File: config.mk
export PLATFORM = sky130hd
export DESIGN_NAME = mlpf_mac
export DESIGN_NICKNAME = d
export VERILOG_FILES = /design/src/hw/rtl/mlp_forward_inference_top_macros.svh /design/src/hw/rtl/mlpf_pkg.sv /design/src/hw/rtl/mlpf_mac.sv
export SDC_FILE = /design/constraint.sdc
export NUM_CORES = 1
export LEC_CHECK = 0
export BUFFER_PORTS_ARGS = -buffer_cell sky130_fd_sc_hd__buf_2
export CORE_UTILIZATION = 40
export CTS_BUF_LIST = sky130_fd_sc_hd__clkbuf_8 sky130_fd_sc_hd__clkbuf_16
export DETAILED_ROUTE_END_ITERATION = 7
export SLEW_MARGIN = 20
export SYNTH_ARGS = -nofsm -noshare
export SYNTH_HDL_FRONTEND = slang
export SYNTH_SLANG_ARGS = --single-unit
File: constraint.sdc
create_clock -name clk -period 16.7 [get_ports clk]
set_input_delay 4.175 -clock clk [delete_from_list [all_inputs] [get_ports clk]]
set_output_delay 4.175 -clock clk [all_outputs]
set_load 0.1 [all_outputs]
File: src/hw/rtl/mlp_forward_inference_top_macros.svh
// ----------------------------------------------------------------------------
// Assertion macros for the forward-pass network block.
// Short forms of the concurrent assertions used in the sequencer.
// ----------------------------------------------------------------------------
`ifndef MLP_FORWARD_INFERENCE_TOP_MACROS_SVH
`define MLP_FORWARD_INFERENCE_TOP_MACROS_SVH

// Same-cycle implication, disabled while reset is asserted.
`define MLPF_ASSERT_IMP(lbl, clk, rstn, ante, cons) \
  lbl: assert property (@(posedge clk) disable iff (!rstn) (ante) |-> (cons)) \
    else $error("mlpf: same-cycle check failed");

// Next-cycle implication, disabled while reset is asserted.
`define MLPF_ASSERT_NXT(lbl, clk, rstn, ante, cons) \
  lbl: assert property (@(posedge clk) disable iff (!rstn) (ante) |=> (cons)) \
    else $error("mlpf: next-cycle check failed");

`endif

File: src/hw/rtl/mlpf_pkg.sv
// ----------------------------------------------------------------------------
// mlpf_pkg
// Types, codes, defaults and the sigmoid sample function of the network block.
// ----------------------------------------------------------------------------
package mlpf_pkg;

  // Default sizes of the storage.
  localparam int MAX_LAYERS_DEF      = 4;
  localparam int MAX_NEURONS_DEF     = 16;
  localparam int SIGMOID_ENTRIES_DEF = 256;

  // One in Q8.8.
  localparam logic [15:0] ONE_Q88 = 16'd256;

  // Per-step decay factor of e^-x in Q32, one step being 1/256.
  localparam logic [63:0] EXP_STEP_Q32 = 64'd4278222805;

  // Register reset values.
  localparam logic [2:0] LAYER_COUNT_RST = 3'd3;
  localparam logic [4:0] LAYER0_RST      = 5'd4;
  localparam logic [4:0] LAYER1_RST      = 5'd4;
  localparam logic [4:0] LAYER2_RST      = 5'd1;
  localparam logic [4:0] LAYER3_RST      = 5'd1;
  localparam logic       ACT_MODE_RST    = 1'b1;

  // Configuration register indexes.
  typedef enum logic [2:0] {
    REG_LAYER_COUNT = 3'd0,
    REG_LAYER0_SIZE = 3'd1,
    REG_LAYER1_SIZE = 3'd2,
    REG_LAYER2_SIZE = 3'd3,
    REG_LAYER3_SIZE = 3'd4,
    REG_ACT_MODE    = 3'd5
  } cfg_reg_t;

  // Request operation codes.
  localparam logic OP_WEIGHT  = 1'b0;
  localparam logic OP_FEATURE = 1'b1;

  // One input request.
  typedef struct packed {
    logic        op;
    logic [1:0]  weight_layer;
    logic [4:0]  weight_from;
    logic [3:0]  weight_to;
    logic [15:0] weight_value;
    logic [3:0]  feature_index;
    logic [15:0] feature_value;
    logic        last_feature;
  } in_item_t;

  // One result.
  typedef struct packed {
    logic [3:0] output_index;
    logic [8:0] output_value;
    logic       last_output;
  } out_item_t;

  // Sequencer states.
  typedef enum logic [2:0] {
    S_IDLE,
    S_RD,
    S_MUL,
    S_ACC,
    S_RND,
    S_WR,
    S_ORD,
    S_OUT
  } seq_state_t;

  // Control from the sequencer to the datapath.
  typedef struct packed {
    logic rd_pass;
    logic mul_en;
    logic acc_en;
    logic acc_clr;
    logic sig_en;
    logic act_wr;
    logic rd_out;
    logic out_valid;
    logic out_last;
    logic clr_feat;
  } seq_ctrl_t;

  // Saturate an integer to a range.
  function automatic int clamp_int(input int v, input int lo, input int hi);
    int r;
    r = v;
    if (v < lo) r = lo;
    if (v > hi) r = hi;
    return r;
  endfunction

  // Sigmoid sample i of a table of 2**sb entries, worked out at elaboration.
  function automatic logic [8:0] sig_entry(input int i, input int sb);
    logic [63:0] e;
    logic [63:0] d;
    logic [63:0] num;
    logic [8:0]  q;
    logic        neg;
    int          k;
    int          m;
    k   = i - (1 << (sb - 1));
    neg = (k < 0);
    if (neg) k = -k;
    m = (k << 12) >> sb;
    e = 64'd1 << 32;
    for (int j = 0; j < 2048; j++) begin
      if (j < m) e = (e * EXP_STEP_Q32 + (64'd1 << 31)) >> 32;
    end
    d   = (64'd1 << 32) + e;
    num = neg ? ((e << 9) + d) : ((64'd1 << 41) + d);
    q   = '0;
    // Restoring division by twice d, one quotient bit a step.
    for (int b = 8; b >= 0; b--) begin
      if (num >= (d << (b + 1))) begin
        num  = num - (d << (b + 1));
        q[b] = 1'b1;
      end
    end
    return q;
  endfunction

endpackage

File: src/hw/rtl/mlpf_mac.sv
// ----------------------------------------------------------------------------
// mlpf_mac
// Shared multiply-accumulate unit with Q8.8 rounding and saturation.
// ----------------------------------------------------------------------------
module mlpf_mac #(
  parameter int MAX_NEURONS = mlpf_pkg::MAX_NEURONS_DEF
) (
  input  logic                clk,
  input  logic                rst_n,
  input  mlpf_pkg::seq_ctrl_t ctrl,
  input  logic signed [15:0]  act,
  input  logic signed [15:0]  wgt,
  output logic signed [15:0]  sum
);
  import mlpf_pkg::*;

  localparam int ACCW = 33 + $clog2(MAX_NEURONS + 1);

  logic signed [31:0]   prod_r;
  logic signed [ACCW-1:0] acc_r;
  logic signed [ACCW-1:0] acc_rnd;
  logic signed [ACCW-1:0] acc_shr;

  // Product register between multiplier and adder.
  always_ff @(posedge clk) begin
    if (ctrl.mul_en) begin
      prod_r <= act * wgt;
    end
  end

  // Exact accumulator.
  always_ff @(posedge clk) begin
    if (!rst_n) begin
      acc_r <= '0;
    end else if (ctrl.acc_clr) begin
      acc_r <= '0;
    end else if (ctrl.acc_en) begin
      acc_r <= acc_r + ACCW'(prod_r);
    end
  end

  // Round to nearest Q8.8 with ties upwards, then saturate to 16 bits.
  always_comb begin
    acc_rnd = acc_r + ACCW'(2048);
    acc_shr = acc_rnd >>> 12;
    if (acc_shr > ACCW'(32767)) begin
      sum = 16'sh7FFF;
    end else if (acc_shr < -ACCW'(32768)) begin
      sum = -16'sh8000;
    end else begin
      sum = acc_shr[15:0];
    end
  end

endmodule

# --- Word-level counts from Yosys, hierarchy flattened ---
# Cells that the tools add are included.
totals:
  reg_bits: 70
  latch_bits: 0
  ramBits: 0
  romBits: 0
  input_bits: 44
  output_inout_bits: 16
  word_cells: 11
  mem_count: 0
classes:
  addsub: 2
  mul: 1
  div: 0
  order_cmp: 2
  n_eq_ne: 0
  n_shift: 0
  mux: 2
  n_bitwise: 1
  n_reduce_logical: 1
ops:
  columns: ["op", "count"]
  rows:
  - ["adder 38 x 13 -> 38 bit, second input constant", 1]
  - ["adder 38 x 32 -> 38 bit", 1]
  - ["multiplier 16 x 16 -> 32 bit", 1]
  - ["two-way mux 16 bit", 2]
  - ["greater-than comparator 26 x 16 -> 1 bit, second input constant", 1]
  - ["less-than comparator 26 x 16 -> 1 bit, second input constant", 1]
  - ["OR reduction 2 bit", 1]
  - ["inverter 1 bit", 1]

# --- Depth between registers and ports, before layout ---
depth:
  ltp_word: 4
  ltp_mapped: 25

# --- Worst setup path before layout ---
# No wires, ideal clock.
synth_path:
  kind: "in2reg"
  start: "in wgt[1]"
  end: "reg prod_r[31] (data pin)"
  setup_time_ns: 0.260
  arrival_ns: 9.880
  required_time_ns: 16.440
  slack_ns: 6.560
  stages: 22
  n_path_buf: 1
  cell_sequence: "clkbuf_1 nand2_1 inv_1 fa_1 inv_1 fa_1 inv_1 fa_1 fa_1 fa_1 inv_1 fa_1 inv_1 ha_1 a21o_1 a21o_1 a2111oi_0 o211ai_1 a311oi_1 o21bai_1 a21oi_1 xnor2_1"
synth_between:
  elab_chain_cells: 1
synth_rtl:
  columns: ["element", "line", "text"]
  rows:
  - ["start: declaration", "mlpf_mac.sv:12", "input logic signed [15:0] wgt,"]
  - ["multiplier 16 x 16 -> 32 bit", "mlpf_mac.sv:27", "prod_r <= act * wgt;"]
  - ["end signal: assignment", "mlpf_mac.sv:27", null]
  - ["end: declaration", "mlpf_mac.sv:19", "logic signed [31:0] prod_r;"]
# Every way passes these cells.
# A chain may end at the register's enable or synchronous reset.

# --- Worst setup path after layout ---
# Ends and elaborated chain as after synthesis.

==> impl_metrics.env <==
export IMPL_run_status="complete, no violations"
export IMPL_initial_core_util_pct=40.89
export IMPL_clockBufferDepth=2
export IMPL_ctsHtreeMaxLevel=3
export IMPL_cp_max_fo=16
export IMPL_period_share_pct=61.91
export IMPL_route_detailed_wl_per_inst_microns=14.76
export IMPL_port_buffers=52
export IMPL_clk_pin_slew_worst_paths_ps=60
export IMPL_setup_viol=0
export IMPL_crit_arrival_ps=10420
export IMPL_synth_cell_types=70
export IMPL_worstSetupEndpoint="prod_r[31]"
export IMPL_ys_async_sr_fraction_pct=0
export IMPL_area_growth_pct=6.713
export IMPL_hp_class="flop to flop"
export IMPL_antenna_cells=0
export IMPL_hold_path_depth=2
export IMPL_slew_headroom_pct=56.43
export IMPL_postLayoutCellArea_sq_mm=0.01609
export IMPL_r2r_end="acc_r[32]"
export IMPL_clockRootBuffer="clkbuf_16"
export IMPL_grt_overflow=0
export IMPL_drive_above_1_share_pct=6.050
export IMPL_wirelength_microns=32810
export IMPL_vias=11130
export IMPL_worst_pin_slew_ps=653.6
export IMPL_worst_clock_skew_ps=10.56
export IMPL_core_sq_mm=0.03687
export IMPL_ys_ff_latch=70
export IMPL_use_met1_pct=26.21
export IMPL_yosys_warnings=0
export IMPL_cts_sinks=70
export IMPL_period_needed_ps=10340
export IMPL_hold_violations=0
export IMPL_postCtsHoldBufs=0
export IMPL_crit_start="wgt[1]"
export IMPL_worstPathRequired_ps=16790
export IMPL_die_h_microns=196.2
export IMPL_synth_area_leaders="fa_1, ha_1, inv_1, edfxtp_1, and2_1"
export IMPL_slew_violations=0
export IMPL_first_pass_iters=5
export IMPL_ys_seq_area_share_pct=11.42
export IMPL_ys_flop_type="dfxtp_1"
export IMPL_post_cts_buffers=0
export IMPL_clk_latency_ps=340
export IMPL_cp_end_kind="flop"
export IMPL_fmax_mhz=96.73
export IMPL_max_cap_violations=0
export IMPL_criticalPathCategory="input pin to flop"
export IMPL_die_w_microns=196.2
export IMPL_cts_resized=0
export IMPL_antenna_found_initial=0
export IMPL_vias_per_cell=5.006
export IMPL_syn_area_sq_mm=0.01508
export IMPL_use_met2_pct=30.10
export IMPL_grt_pass1_vias=11830
export IMPL_synth_top_area_share_pct=34.92
export IMPL_avgSynthCellArea_sq_um=8.864
export IMPL_r2r_setup_slack_ps=13660
export IMPL_grt_pass1_wl_microns=58260
export IMPL_rr_worst_depth=11
export IMPL_min_delay_start="acc_r[10]"
export IMPL_fin_nets=2141
export IMPL_setup_tns_ps=0
export IMPL_dpl_cell_area_sq_mm=0.01579
export IMPL_route_detailed_drc=0
export IMPL_grt_use_met3_pct=2.200
export IMPL_busiest_layer="met2"
export IMPL_regToRegStartpoint="prod_r[0]"
export IMPL_grt_start_max_net_pins=41
export IMPL_grt_use_total_pct=18.39
export IMPL_rsz0062_at_grt="false"
export IMPL_numCtsBuffers=9
export IMPL_ant_nets=0
export IMPL_ios=60
export IMPL_cts_tree="done"
export IMPL_syn_inst=1701
export IMPL_std_cell_rows=70
export IMPL_hpwl_microns=27470
export IMPL_gpl_final_weighted_congestion=0.8792
export IMPL_dieArea_sq_mm=0.03848
export IMPL_yosys_area_top_type="fa_1"
export IMPL_synthesis_nets=2128
export IMPL_first_iter_violations=563
export IMPL_startpoint_type="input pin"
export IMPL_synth_edf_count=32
==> worst max-delay path: stages <==
cell	delay [ps]
buf_2	280
nand2_1	150
inv_1	140
fa_1	430
inv_1	240
fa_1	500
inv_1	370
fa_1	510
fa_1	480
fa_1	550
inv_1	60
fa_1	520
inv_1	40
ha_1	340
a21o_1	170
a21o_1	220
a2111oi_0	290
o211ai_1	260
a311oi_1	310
o21bai_1	120
a21oi_1	180
xnor2_1	80
==> Yosys cell counts, drive strengths merged, types with 12 or more instances <==
cell type / instances
nand4: 13
nand2: 184
a21oi: 72
xnor2: 59
mux2i: 15
nor3: 22
dfxtp: 38
and2: 125
and3: 12
nand3: 36
a21o: 28
inv: 352
clkbuf: 48
xor2: 20
fa: 263
nor2: 65
ha: 120
o21ai: 46
edfxtp: 32
==> cells by family after synthesis <==
family / share of synthesized area [%]
and+or+nand+nor: 17.02
buffers and inverters: 10.23
adders and majority gates: 44.88
AOI/OAI and AO/OA: 10.82
xor gates and xnor gates: 4.639
DFF: 11.42
muxes: 0.9957
==> cell usage in the layout, fill, tap and decap left out, types with 12 or more instances in the layout <==
master    synthesis  final
mux2i_1          15     15
and2_1          125    125
xnor2_1          58     58
buf_2             0     52
inv_1           352    352
nor2_1           64     64
and3_1           12     12
a21oi_1          69     69
a21o_1           28     28
dfxtp_1          38     38
nand4_1          12     12
fa_1            263    263
ha_1            120    120
o21ai_0          34     34
xor2_1           20     20
edfxtp_1         32     32
nand2_1         184    184
nor3_1           21     21
nand3_1          35     35
==> cell type report <==
| cell class | count | area (sq um) |
|---|---|---|
| fillers | 3655 | 20780 |
| clock inverters | 7 | 80.08 |
| multi-input cells | 1224 | 11810 |
| well taps | 504 | 630.6 |
| clock buffers | 9 | 225.2 |
| flip-flops and latches | 70 | 1722 |
| repair buffers | 57 | 297.8 |
| inverters | 352 | 1321 |
==> per-layer routing <==
metal  vias to the layer above  routed length [microns]
met5                         -                        0
met4                         0                      399
li1                       5422                        -
met2                       213                    14690
met1                      5464                    16450
met3                        29                     1273
==> how the worst min path moves through the flow <==
stage / to / slack [ps]
2_1_floorplan: acc_r[10] / 460
3_3_place_gp: acc_r[6] / 480
3_5_place_dp: acc_r[6] / 490
4_1_cts: acc_r[10] / 500
5_1_grt: acc_r[10] / 520
6_report: acc_r[10] / 500
==> through the flow <==
step           util (%)  setup WS [ps]  hold WS (ps)  std cells
2_1_floorplan         -           6560         459.2       1701
3_3_place_gp      42.81           6062         476.1       2207
3_5_place_dp      42.81           5985         489.3       2207
4_1_cts           43.64           6323         499.9       2223
5_1_grt           43.64           5979         523.9       2223
6_report          43.64           6362         495.5       2223
==> flip-flops by register name, summed over array words and instances, names as in the netlist <==
signal	flops
acc_r	38
prod_r	32
Power is left out: the tool's default activity adds up to more than one toggle a clock period on the data nets, which glitch-free logic cannot reach.
