[config.mk]
export PLATFORM = sky130hd
export DESIGN_NAME = mlpf_seq
export DESIGN_NICKNAME = d
export VERILOG_FILES = /design/src/hw/rtl/mlpf_pkg.sv /design/src/hw/rtl/mlpf_seq.sv
export VERILOG_INCLUDE_DIRS = /design/src /design/src/hw/rtl
export SDC_FILE = /design/constraint.sdc
export NUM_CORES = 1
export LEC_CHECK = 0
export BUFFER_PORTS_ARGS = -buffer_cell sky130_fd_sc_hd__clkbuf_2
export CAP_MARGIN = 20
export CORE_MARGIN = 4
export CORE_UTILIZATION = 25
export CTS_BUF_LIST = sky130_fd_sc_hd__clkbuf_16
export DETAILED_ROUTE_END_ITERATION = 8
export PLACE_DENSITY = 0.53
export REMOVE_ABC_BUFFERS = 1
export SYNTH_ARGS = -nofsm -noshare
export SYNTH_HDL_FRONTEND = slang
export SYNTH_SLANG_ARGS = --single-unit
[constraint.sdc]
create_clock -name clk -period 1.84 [get_ports clk]
set_input_delay 0.276 -clock clk [delete_from_list [all_inputs] [get_ports clk]]
set_output_delay 0.276 -clock clk [all_outputs]
set_load 0.005 [all_outputs]
[src/hw/rtl/mlp_forward_inference_top_macros.svh]
// ----------------------------------------------------------------------------
// Assertion macros for the forward-pass network block.
// Short forms of the concurrent assertions used in the sequencer.
// ----------------------------------------------------------------------------
`ifndef MLP_FORWARD_INFERENCE_TOP_MACROS_SVH
`define MLP_FORWARD_INFERENCE_TOP_MACROS_SVH

// Same-cycle implication, disabled while reset is asserted.
`define MLPF_ASSERT_IMP(lbl, clk, rstn, ante, cons) \
  lbl: assert property (@(posedge clk) disable iff (!rstn) (ante) |-> (cons)) \
    else $error("mlpf: same-cycle check failed");

// Next-cycle implication, disabled while reset is asserted.
`define MLPF_ASSERT_NXT(lbl, clk, rstn, ante, cons) \
  lbl: assert property (@(posedge clk) disable iff (!rstn) (ante) |=> (cons)) \
    else $error("mlpf: next-cycle check failed");

`endif

[src/hw/rtl/mlpf_pkg.sv]
// ----------------------------------------------------------------------------
// mlpf_pkg
// Types, codes, defaults and the sigmoid sample function of the network block.
// ----------------------------------------------------------------------------
package mlpf_pkg;

  // Default sizes of the storage.
  localparam int MAX_LAYERS_DEF      = 4;
  localparam int MAX_NEURONS_DEF     = 16;
  localparam int SIGMOID_ENTRIES_DEF = 256;

  // One in Q8.8.
  localparam logic [15:0] ONE_Q88 = 16'd256;

  // Per-step decay factor of e^-x in Q32, one step being 1/256.
  localparam logic [63:0] EXP_STEP_Q32 = 64'd4278222805;

  // Register reset values.
  localparam logic [2:0] LAYER_COUNT_RST = 3'd3;
  localparam logic [4:0] LAYER0_RST      = 5'd4;
  localparam logic [4:0] LAYER1_RST      = 5'd4;
  localparam logic [4:0] LAYER2_RST      = 5'd1;
  localparam logic [4:0] LAYER3_RST      = 5'd1;
  localparam logic       ACT_MODE_RST    = 1'b1;

  // Configuration register indexes.
  typedef enum logic [2:0] {
    REG_LAYER_COUNT = 3'd0,
    REG_LAYER0_SIZE = 3'd1,
    REG_LAYER1_SIZE = 3'd2,
    REG_LAYER2_SIZE = 3'd3,
    REG_LAYER3_SIZE = 3'd4,
    REG_ACT_MODE    = 3'd5
  } cfg_reg_t;

  // Request operation codes.
  localparam logic OP_WEIGHT  = 1'b0;
  localparam logic OP_FEATURE = 1'b1;

  // One input request.
  typedef struct packed {
    logic        op;
    logic [1:0]  weight_layer;
    logic [4:0]  weight_from;
    logic [3:0]  weight_to;
    logic [15:0] weight_value;
    logic [3:0]  feature_index;
    logic [15:0] feature_value;
    logic        last_feature;
  } in_item_t;

  // One result.
  typedef struct packed {
    logic [3:0] output_index;
    logic [8:0] output_value;
    logic       last_output;
  } out_item_t;

  // Sequencer states.
  typedef enum logic [2:0] {
    S_IDLE,
    S_RD,
    S_MUL,
    S_ACC,
    S_RND,
    S_WR,
    S_ORD,
    S_OUT
  } seq_state_t;

  // Control from the sequencer to the datapath.
  typedef struct packed {
    logic rd_pass;
    logic mul_en;
    logic acc_en;
    logic acc_clr;
    logic sig_en;
    logic act_wr;
    logic rd_out;
    logic out_valid;
    logic out_last;
    logic clr_feat;
  } seq_ctrl_t;

  // Saturate an integer to a range.
  function automatic int clamp_int(input int v, input int lo, input int hi);
    int r;
    r = v;
    if (v < lo) r = lo;
    if (v > hi) r = hi;
    return r;
  endfunction

  // Sigmoid sample i of a table of 2**sb entries, worked out at elaboration.
  function automatic logic [8:0] sig_entry(input int i, input int sb);
    logic [63:0] e;
    logic [63:0] d;
    logic [63:0] num;
    logic [8:0]  q;
    logic        neg;
    int          k;
    int          m;
    k   = i - (1 << (sb - 1));
    neg = (k < 0);
    if (neg) k = -k;
    m = (k << 12) >> sb;
    e = 64'd1 << 32;
    for (int j = 0; j < 2048; j++) begin
      if (j < m) e = (e * EXP_STEP_Q32 + (64'd1 << 31)) >> 32;
    end
    d   = (64'd1 << 32) + e;
    num = neg ? ((e << 9) + d) : ((64'd1 << 41) + d);
    q   = '0;
    // Restoring division by twice d, one quotient bit a step.
    for (int b = 8; b >= 0; b--) begin
      if (num >= (d << (b + 1))) begin
        num  = num - (d << (b + 1));
        q[b] = 1'b1;
      end
    end
    return q;
  endfunction

endpackage

[src/hw/rtl/mlpf_seq.sv]
// ----------------------------------------------------------------------------
// mlpf_seq
// Sequencer that walks layers, neurons and inputs for the shared MAC unit.
// ----------------------------------------------------------------------------
`include "mlp_forward_inference_top_macros.svh"

module mlpf_seq #(
  parameter int MAX_LAYERS  = mlpf_pkg::MAX_LAYERS_DEF,
  parameter int MAX_NEURONS = mlpf_pkg::MAX_NEURONS_DEF,
  localparam int NW  = $clog2(MAX_NEURONS + 1),
  localparam int LW  = $clog2(MAX_LAYERS),
  localparam int LCW = $clog2(MAX_LAYERS + 1)
) (
  input  logic                clk,
  input  logic                rst_n,
  input  logic                go,
  input  logic [LCW-1:0]      layers,
  input  logic [NW-1:0]       size_prev,
  input  logic [NW-1:0]       size_cur,
  input  logic [NW-1:0]       size_last,
  output mlpf_pkg::seq_ctrl_t ctrl,
  output logic [LW-1:0]       l_r,
  output logic [NW-1:0]       n_r,
  output logic [NW-1:0]       j_r,
  output logic                busy
);
  import mlpf_pkg::*;

  seq_state_t    state_r, state_nxt;
  logic [LW-1:0] l_nxt;
  logic [NW-1:0] n_nxt;
  logic [NW-1:0] j_nxt;
  logic          last_layer;

  assign last_layer = (LCW'(l_r) == layers - LCW'(1));

  // State and counters.
  always_ff @(posedge clk) begin
    if (!rst_n) begin
      state_r <= S_IDLE;
      l_r     <= '0;
      n_r     <= '0;
      j_r     <= '0;
    end else begin
      state_r <= state_nxt;
      l_r     <= l_nxt;
      n_r     <= n_nxt;
      j_r     <= j_nxt;
    end
  end

  // Next state.
  always_comb begin
    state_nxt = state_r;
    l_nxt     = l_r;
    n_nxt     = n_r;
    j_nxt     = j_r;
    case (state_r)
      S_IDLE: begin
        if (go) begin
          state_nxt = S_RD;
          l_nxt     = LW'(1);
          n_nxt     = NW'(1);
          j_nxt     = '0;
        end
      end
      S_RD:  state_nxt = S_MUL;
      S_MUL: state_nxt = S_ACC;
      S_ACC: begin
        if (j_r == size_prev) begin
          state_nxt = S_RND;
        end else begin
          j_nxt     = j_r + NW'(1);
          state_nxt = S_RD;
        end
      end
      S_RND: state_nxt = S_WR;
      S_WR: begin
        j_nxt = '0;
        if (n_r == size_cur) begin
          n_nxt = NW'(1);
          if (last_layer) begin
            state_nxt = S_ORD;
          end else begin
            l_nxt     = l_r + LW'(1);
            state_nxt = S_RD;
          end
        end else begin
          n_nxt     = n_r + NW'(1);
          state_nxt = S_RD;
        end
      end
      S_ORD: state_nxt = S_OUT;
      S_OUT: begin
        if (n_r == size_last) begin
          state_nxt = S_IDLE;
        end else begin
          n_nxt     = n_r + NW'(1);
          state_nxt = S_ORD;
        end
      end
      default: state_nxt = S_IDLE;
    endcase
  end

  // Outputs.
  always_comb begin
    ctrl           = '0;
    ctrl.rd_pass   = (state_r == S_RD);
    ctrl.mul_en    = (state_r == S_MUL);
    ctrl.acc_en    = (state_r == S_ACC);
    ctrl.acc_clr   = (state_r == S_WR) || (state_r == S_IDLE);
    ctrl.sig_en    = (state_r == S_RND);
    ctrl.act_wr    = (state_r == S_WR);
    ctrl.rd_out    = (state_r == S_ORD);
    ctrl.out_valid = (state_r == S_OUT);
    ctrl.out_last  = (state_r == S_OUT) && (n_r == size_last);
    ctrl.clr_feat  = ctrl.out_last;
  end

  assign busy = (state_r != S_IDLE);

  // Checks.
  `MLPF_ASSERT_NXT(a_go_starts, clk, rst_n, go && !busy, state_r == S_RD && l_r == LW'(1))
  `MLPF_ASSERT_NXT(a_last_idles, clk, rst_n, ctrl.out_last, state_r == S_IDLE)
  `MLPF_ASSERT_NXT(a_sum_done, clk, rst_n, state_r == S_ACC && j_r == size_prev,
                   state_r == S_RND)
  `MLPF_ASSERT_IMP(a_out_index, clk, rst_n, ctrl.out_valid, n_r != '0 && n_r <= size_last)

endmodule

# After elaboration in Yosys (flattened, before gate mapping)
# Index checks and enable logic that the tools add are counted.
# op_classes
muxes	17
n_eq_ne	16
bitwise	0
addsub	4
mul	0
n_div	0
shifts	0
order_cmp	0
n_reduce_logical	10
# ops
cell	count
5-bit case mux with 3 select lines	2
5-bit 2-to-1 mux	5
3-bit case mux with 8 select lines	1
5-bit equality test	3
3-bit 2-to-1 mux	5
3-bit equality test (second input constant)	4
5-bit by 1-bit adder with 5-bit output (second input constant)	2
3-bit nonzero test	3
2-bit inequality test (second input constant)	4
3-bit by 2-bit equality test with 1-bit output (second input constant)	2
2-bit 2-to-1 mux	3
3-bit AND reduction	2
2-bit case mux with 2 select lines	1
4-bit AND reduction	1
2-bit by 3-bit equality test with 1-bit output	1
3-bit by 1-bit equality test with 1-bit output (second input constant)	1
3-bit zero test	1
3-bit by 1-bit subtractor with 3-bit output (second input constant)	1
2-bit by 1-bit adder with 2-bit output (second input constant)	1
2-bit by 1-bit inequality test with 1-bit output (second input constant)	1
2-bit nonzero test	1
1-bit logical AND	1
1-bit logical OR	1
# word_totals
register_bits	15
out_inout_bits	23
ramBits	0
latchBits	0
mem_count	0
mem_bits_ro	0
elab_cells	51

# Logic depth before layout (Yosys ltp)
# Gate-level depths: netlist of the first run.
# depth
ltp_word	5
depth_mapped	7
mapped_depth_nobuf	7

# Worst setup path after synthesis of the first run
# OpenSTA, ideal clock, no wires.
# synth_path
path_type	reg-to-output
startpoint	reg n_r[0]
endpoint	out ctrl[1] in the netlist's numbering
stages_incl_launch_ff	6
arrival_time_ns	1.330
setup_slack_ns	0.234
path_cell_list	dfxtp_1 xor2_1 nor4_4 nand2_1 nor2_1 buf_4
# synth_lines
item	line_no	text
start, declared	mlpf_seq.sv:23	output logic [NW-1:0] n_r,
start signal, assigned	mlpf_seq.sv:47	n_r <= n_nxt;
end, declared	mlpf_seq.sv:21	output mlpf_pkg::seq_ctrl_t ctrl,

==> run metrics, run 1 <==
outcome finished clean; Hold Buf Count CTS 0; H-tree depth 1; Worst VDD drop 0.298 mV; Synth warnings 0; clock root buffer clkbuf_16; global-route wire length before repair 4880 um; worst path required time 1.56 ns; critical path endpoint category output port; Mean Syn Cell Area 8.25 um2; number of fill cells 439; I/O Buffers 43; vias in the first global route 1095; Post-synth EDFFs 0; HPWL Detailed 2520 um; Post-Syn Area 0.00113 mm2; Most Used Layer, Global Route met2; ys flop type dfxtp_1; grt met2 use 18.6%; WP data arrival 1.47 ns; placed cells 237; #FFs+latches synth 15; Setup CP Type reg -> out; Layout Utilization 35.7%; relative slew slack 75.6%; grt met1 use 14.5%; total power 0.991 mW; max cap viols 0; Initial Util 25.9%; # diodes 0; Cell Count, Final, Fillers Out 242; Die Y 75.2 um; Netlist cell types 45; layout cells sized above 1 39.5%; Worst Skew 0.00144 ns; storage element area 305 um2; pwr/cell area 637 mW/mm2; FMAX 571 MHz; final worst path period share 95.2%; Final Max Slew Viols 0; drt drc 0; die width 75.2 um; Post-DP Area 0.00145 mm2; sequential area share after synthesis 26.6%; worst-margin pin slew 0.362 ns; Post-synth ARST share 0%; gr usage total 11.2%; DRT Pass-1 Iters 4; WL final 3050 um; Max Root-Sink Buffers 2; met3 GRT Util 2.14%; Final GP Congestion 0.858; worst skew pair latency 0.24 ns; # clock sinks 15; DR iter-0 viols 44; startpoint types register; post-route minimum period 1.75 ns; largest net degree at the start of global routing 14; Multi-input gate area 782 um2; core area 0.00435 mm2; Hold Violations, Final 0; die area 0.00566 mm2; initial antenna violation count 0; number of core rows 24; CP max FO 3; Hold Crit Class in -> reg; CTS buffer count 3; Reg clk slew, reported paths 0.05 ns; Synth-to-Final Area Change 37.7%; I/O pin total 44; final-report setup violation count 0; post-synth top area cell dfxtp_1; Synth top area share 26.6%; ANT nets after route 0; Area contributors post-synth dfxtp_1, xor2_1, xnor2_1, nand2_1, a21oi_1; nets@finish 215; GRT overflow 0; Vias/cell 4.78; TritonCTS clock tree done; wire per inst 12.6 um; Mapped Cells 137; routed vias 1156; leakage power 0.732 nW; final instance area 0.00156 mm2
-- routing by layer --
metal  vias to the layer above  share of wire, %
li1                        597                 -
met4                         0               1.6
met1                       529                44
met2                        26                50
met3                         4               4.8
met5                         -                 0
-- synthesized netlist by cell type (2+ instances only) --
library cell,number
ha_1,3
a31oi_1,4
a211oi_1,3
a21oi_1,9
nor3b_1,2
xnor2_1,6
o21ai_0,4
xor2_1,16
o2111ai_1,3
nand3b_1,5
nand3_1,6
dfxtp_1,15
nand2_1,13
nor2_1,10
inv_1,6
or3_1,2
nor3_1,2
-- metrics by stage --
step,worst slack (ns),setup TNS [ns],hold WS [ns]
after floorplan,0.218,0,0.392
after global placement,0.151,0,0.513
after detailed placement,0.127,0,0.513
after CTS,0.00559,0,0.351
after global routing,-0.0137,-0.0255,0.375
final,0.0892,0,0.349
-- registers in the layout (all words and copies together), names as in the netlist --
| name | flops |
|---|---|
| j_r | 5 |
| l_r | 2 |
| n_r | 5 |
| state_r | 3 |
-- layout by cell type, fill, tap and decap left out, types with 4 or more instances in the layout --
cell,synthesis,final
a31oi_1,4,4
nand3_1,6,6
buf_4,1,11
xor2_1,16,16
nand3b_1,5,5
dfxtp_2,0,4
inv_1,6,7
clkbuf_2,0,43
nand2_1,13,12
nor2_1,10,9
a21oi_1,9,9
o21ai_0,4,4
dfxtp_1,15,11
xnor2_1,6,6
-- report_power, final --
group / switching (mW) / internal [mW]
clock: 0.134 / 0.288
combinational: 0.105 / 0.0961
sequential: 0.0273 / 0.340
-- critical path: stages, from the launching register on --
cell and delay [ns]:
dfxtp_1 0.34, xor2_1 0.20, nor4_4 0.34, nand2_2 0.13
nor2_4 0.10, clkbuf_2 0.11
-- layout make-up --
cell class / instances / share of cell area [%]
clock buffer: 3 / 4.83
clock inverter: 1 / 0.241
inverter: 7 / 1.69
multi-input combinational: 110 / 50.3
sequential: 15 / 19.6
tap: 52 / 4.18
timing repair buffer: 54 / 19.1
-- worst paths after layout --
check	start	endpoint	slack, ns	cells after the start
worst min-delay path	go	state_r[0]$_SDFFE_PN0P_	0.35	3
worst max-delay path	n_r[1]$_SDFFE_PN0P_	ctrl[0]	0.09	5
worst max register to register	state_r[0]$_SDFFE_PN0P_	l_r[1]$_SDFFE_PN0P_	0.14	5
worst min register to register	l_r[1]$_SDFFE_PN0P_	l_r[1]$_SDFFE_PN0P_	0.52	2
-- what timing repair did --
action                     CTS  global route
buffers inserted             0             1
pin swaps                    0             2
resized for setup            1             6
setup endpoints to repair    2             3
-- kinds of logic (layout without fill, tap and decap cells) --
kind of cell / Yosys count / count (layout) / share of synthesized area, %
AOI/OAI and AO/OA: 31 / 31 / 18.8
xor gates and xnor gates: 22 / 22 / 17.1
adders and majority gates: 3 / 3 / 3.32
buffers and inverters: 12 / 65 / 5.09
DFF: 15 / 15 / 26.6
muxes: 1 / 1 / 0.997
and+or+nand+nor: 53 / 53 / 28.1
No activity file was read; power rests on OpenSTA's default activity.
==> inputs of run 2 (changes only) <==
--- a/config.mk
+++ b/config.mk
@@ -14,4 +14,5 @@
 export DETAILED_ROUTE_END_ITERATION = 8
 export PLACE_DENSITY = 0.53
+export RECOVER_POWER = 100
 export REMOVE_ABC_BUFFERS = 1
 export SYNTH_ARGS = -nofsm -noshare
==> constraint.sdc (replaced) <==
create_clock -name clk -period 1.84 [get_ports clk]
set_input_delay 0.46 -clock clk [delete_from_list [all_inputs] [get_ports clk]]
set_output_delay 0.46 -clock clk [all_outputs]
set_load 0.005 [all_outputs]
==> run 2 against run 1 <==
The run now ends with negative setup slack left; clock power is 2% lower; via count increased by 2.9%; clock skew fell by 0.00072 ns; sequential cell count is the same; register-to-register slack about the same; cell count is 3.3% higher; die area did not move; sequential power down 2%; first-iteration DRC count fell by 2.3%; critical path depth is the same; global-route usage shrank 0.18 points.
==> run metrics, run 2 (synthesized netlist as in run 1, its figures left out) <==
commonest non-fill, non-tap cells in the layout clkbuf_2, buf_4, xor2_1; DR WL met2 1630 um; worst r2r path cells 9; DR top layer met4; hold_ws 0.530 ns; Initial Util 25.9%; Final GP Congestion 0.803; GRT overflow 0; critical path endpoint category output port; hold depth 2; RSZ-0062 raised after global routing yes; die area 0.00566 mm2; DR iter-0 viols 43; storage element area 312 um2; Hold Buf Count CTS 0; hold_sp l_r[0]$_SDFFE_PN0P_; R2R Setup Slk 0.13 ns; wire length on met3 110 um; Die Y 75.2 um; WL final 3120 um; leakage power 0.761 nW; drt drc 0; vias in the first global route 1084; initial antenna violation count 0; Max Root-Sink Buffers 2; post-route minimum period 1.85 ns; I/O pin total 44; die width 75.2 um; Multi-input gate area 807 um2; pwr/cell area 608 mW/mm2; wire per inst 12.5 um; Cell Count, Final, Fillers Out 250; worst r2r src n_r[4]$_SDFFE_PN0P_; I/O Buffers 43; gr usage total 11.0%; Hold Crit Class reg -> reg; CP max FO 3; Worst VDD drop 0.286 mV; final worst path period share 100%; worst-margin pin slew 0.426 ns; FMAX 542 MHz; startpoint types register; core area 0.00435 mm2; worst path required time 1.38 ns; routed vias 1189; Top Registers j_r (5), n_r (5), state_r (3); met1 WL 1350 um; layout cells sized above 1 41.4%; Hold Crit Endpoint l_r[0]$_SDFFE_PN0P_; violated checks negative setup slack; Worst Skew 0.000726 ns; worst reg2reg endpoint state_r[1]$_SDFFE_PN0P_; HPWL Detailed 2470 um; Reg clk slew, reported paths 0.05 ns; H-tree depth 1; global-route wire length before repair 4900 um; placed cells 240; ANT nets after route 0; Vias/cell 4.76; # diodes 0; Final Max Slew Viols 0; TritonCTS clock tree done; largest net degree at the start of global routing 15; DRT Pass-1 Iters 4; max cap viols 0; number of fill cells 467; total power 1.00 mW; worst skew pair latency 0.24 ns; WP data arrival 1.39 ns; CTS buffer count 3; # clock sinks 15; clock root buffer clkbuf_16; worst setup margin -0.00652 ns; number of core rows 24; relative slew slack 71.6%; Setup CP Type reg -> out; nets@finish 223; Hold Violations, Final 0; Synth-to-Final Area Change 46.1%; setup TNS -0.0110 ns; final-report setup violation count 2; most common cell after layout, fill and taps aside clkbuf_2; outcome finished with violations
-- run 2: through the flow --
| stage | worst slack (ns) | util [%] | cell area [um2] |
|---|---|---|---|
| final | -0.00652 | 37.9 | 1650 |
| after global routing | -0.0932 | 37.9 | 1650 |
| after CTS | -0.0528 | 37.0 | 1610 |
| after detailed placement | -0.0376 | 33.9 | 1480 |
| after global placement | -0.0141 | 33.9 | 1480 |
| after floorplan | 0.0887 | - | 1100 |
-- run 2: how the worst max path moves through the flow --
stage / startpoint / end / cells after the start
after global routing: n_r[4]$_SDFFE_PN0P_ / ctrl[1] / 5
after CTS: size_last[1] / ctrl[0] / 6
after global placement: layers[0] / state_r[2]$_SDFFE_PN0P_ / 8
after floorplan: size_last[4] / ctrl[0] / 4
final: n_r[4]$_SDFFE_PN0P_ / ctrl[0] / 5
after detailed placement: layers[0] / state_r[2]$_SDFFE_PN0P_ / 8
-- run 2: area by class of cell --
class,instances,share of cell area (%)
multi-input combinational,110,48.9
sequential,15,18.9
inverter,7,1.59
clock buffer,3,4.55
timing repair buffer,62,21.9
clock inverter,1,0.227
tap,52,3.94
-- run 2: power breakdown --
group | total, mW | switching [mW] | internal, mW | leakage [nW]
Combinational | 0.228 | 0.116 | 0.111 | 0.594
Clock | 0.415 | 0.127 | 0.288 | 0.0423
Sequential | 0.360 | 0.0221 | 0.338 | 0.125
-- run 2: metal layers --
layer	up-vias	GRT usage, %
li1	608	-
met1	563	14.0
met2	16	19.7
met3	2	1.60
met4	0	2.33
met5	-	0
-- run 2: timing repair --
action                                  CTS  global route
buffers inserted                          5             2
endpoints found under the setup margin    4             5
gates resized for setup                   7            12
pin swaps                                 4             6
-- run 2: critical path, cell delays in order, from the launching register on --
cell and delay [ns]:
dfxtp_4 0.36, xor2_4 0.15, nor4_4 0.31, nand2_2 0.11, nor2_2 0.10, buf_2 0.12
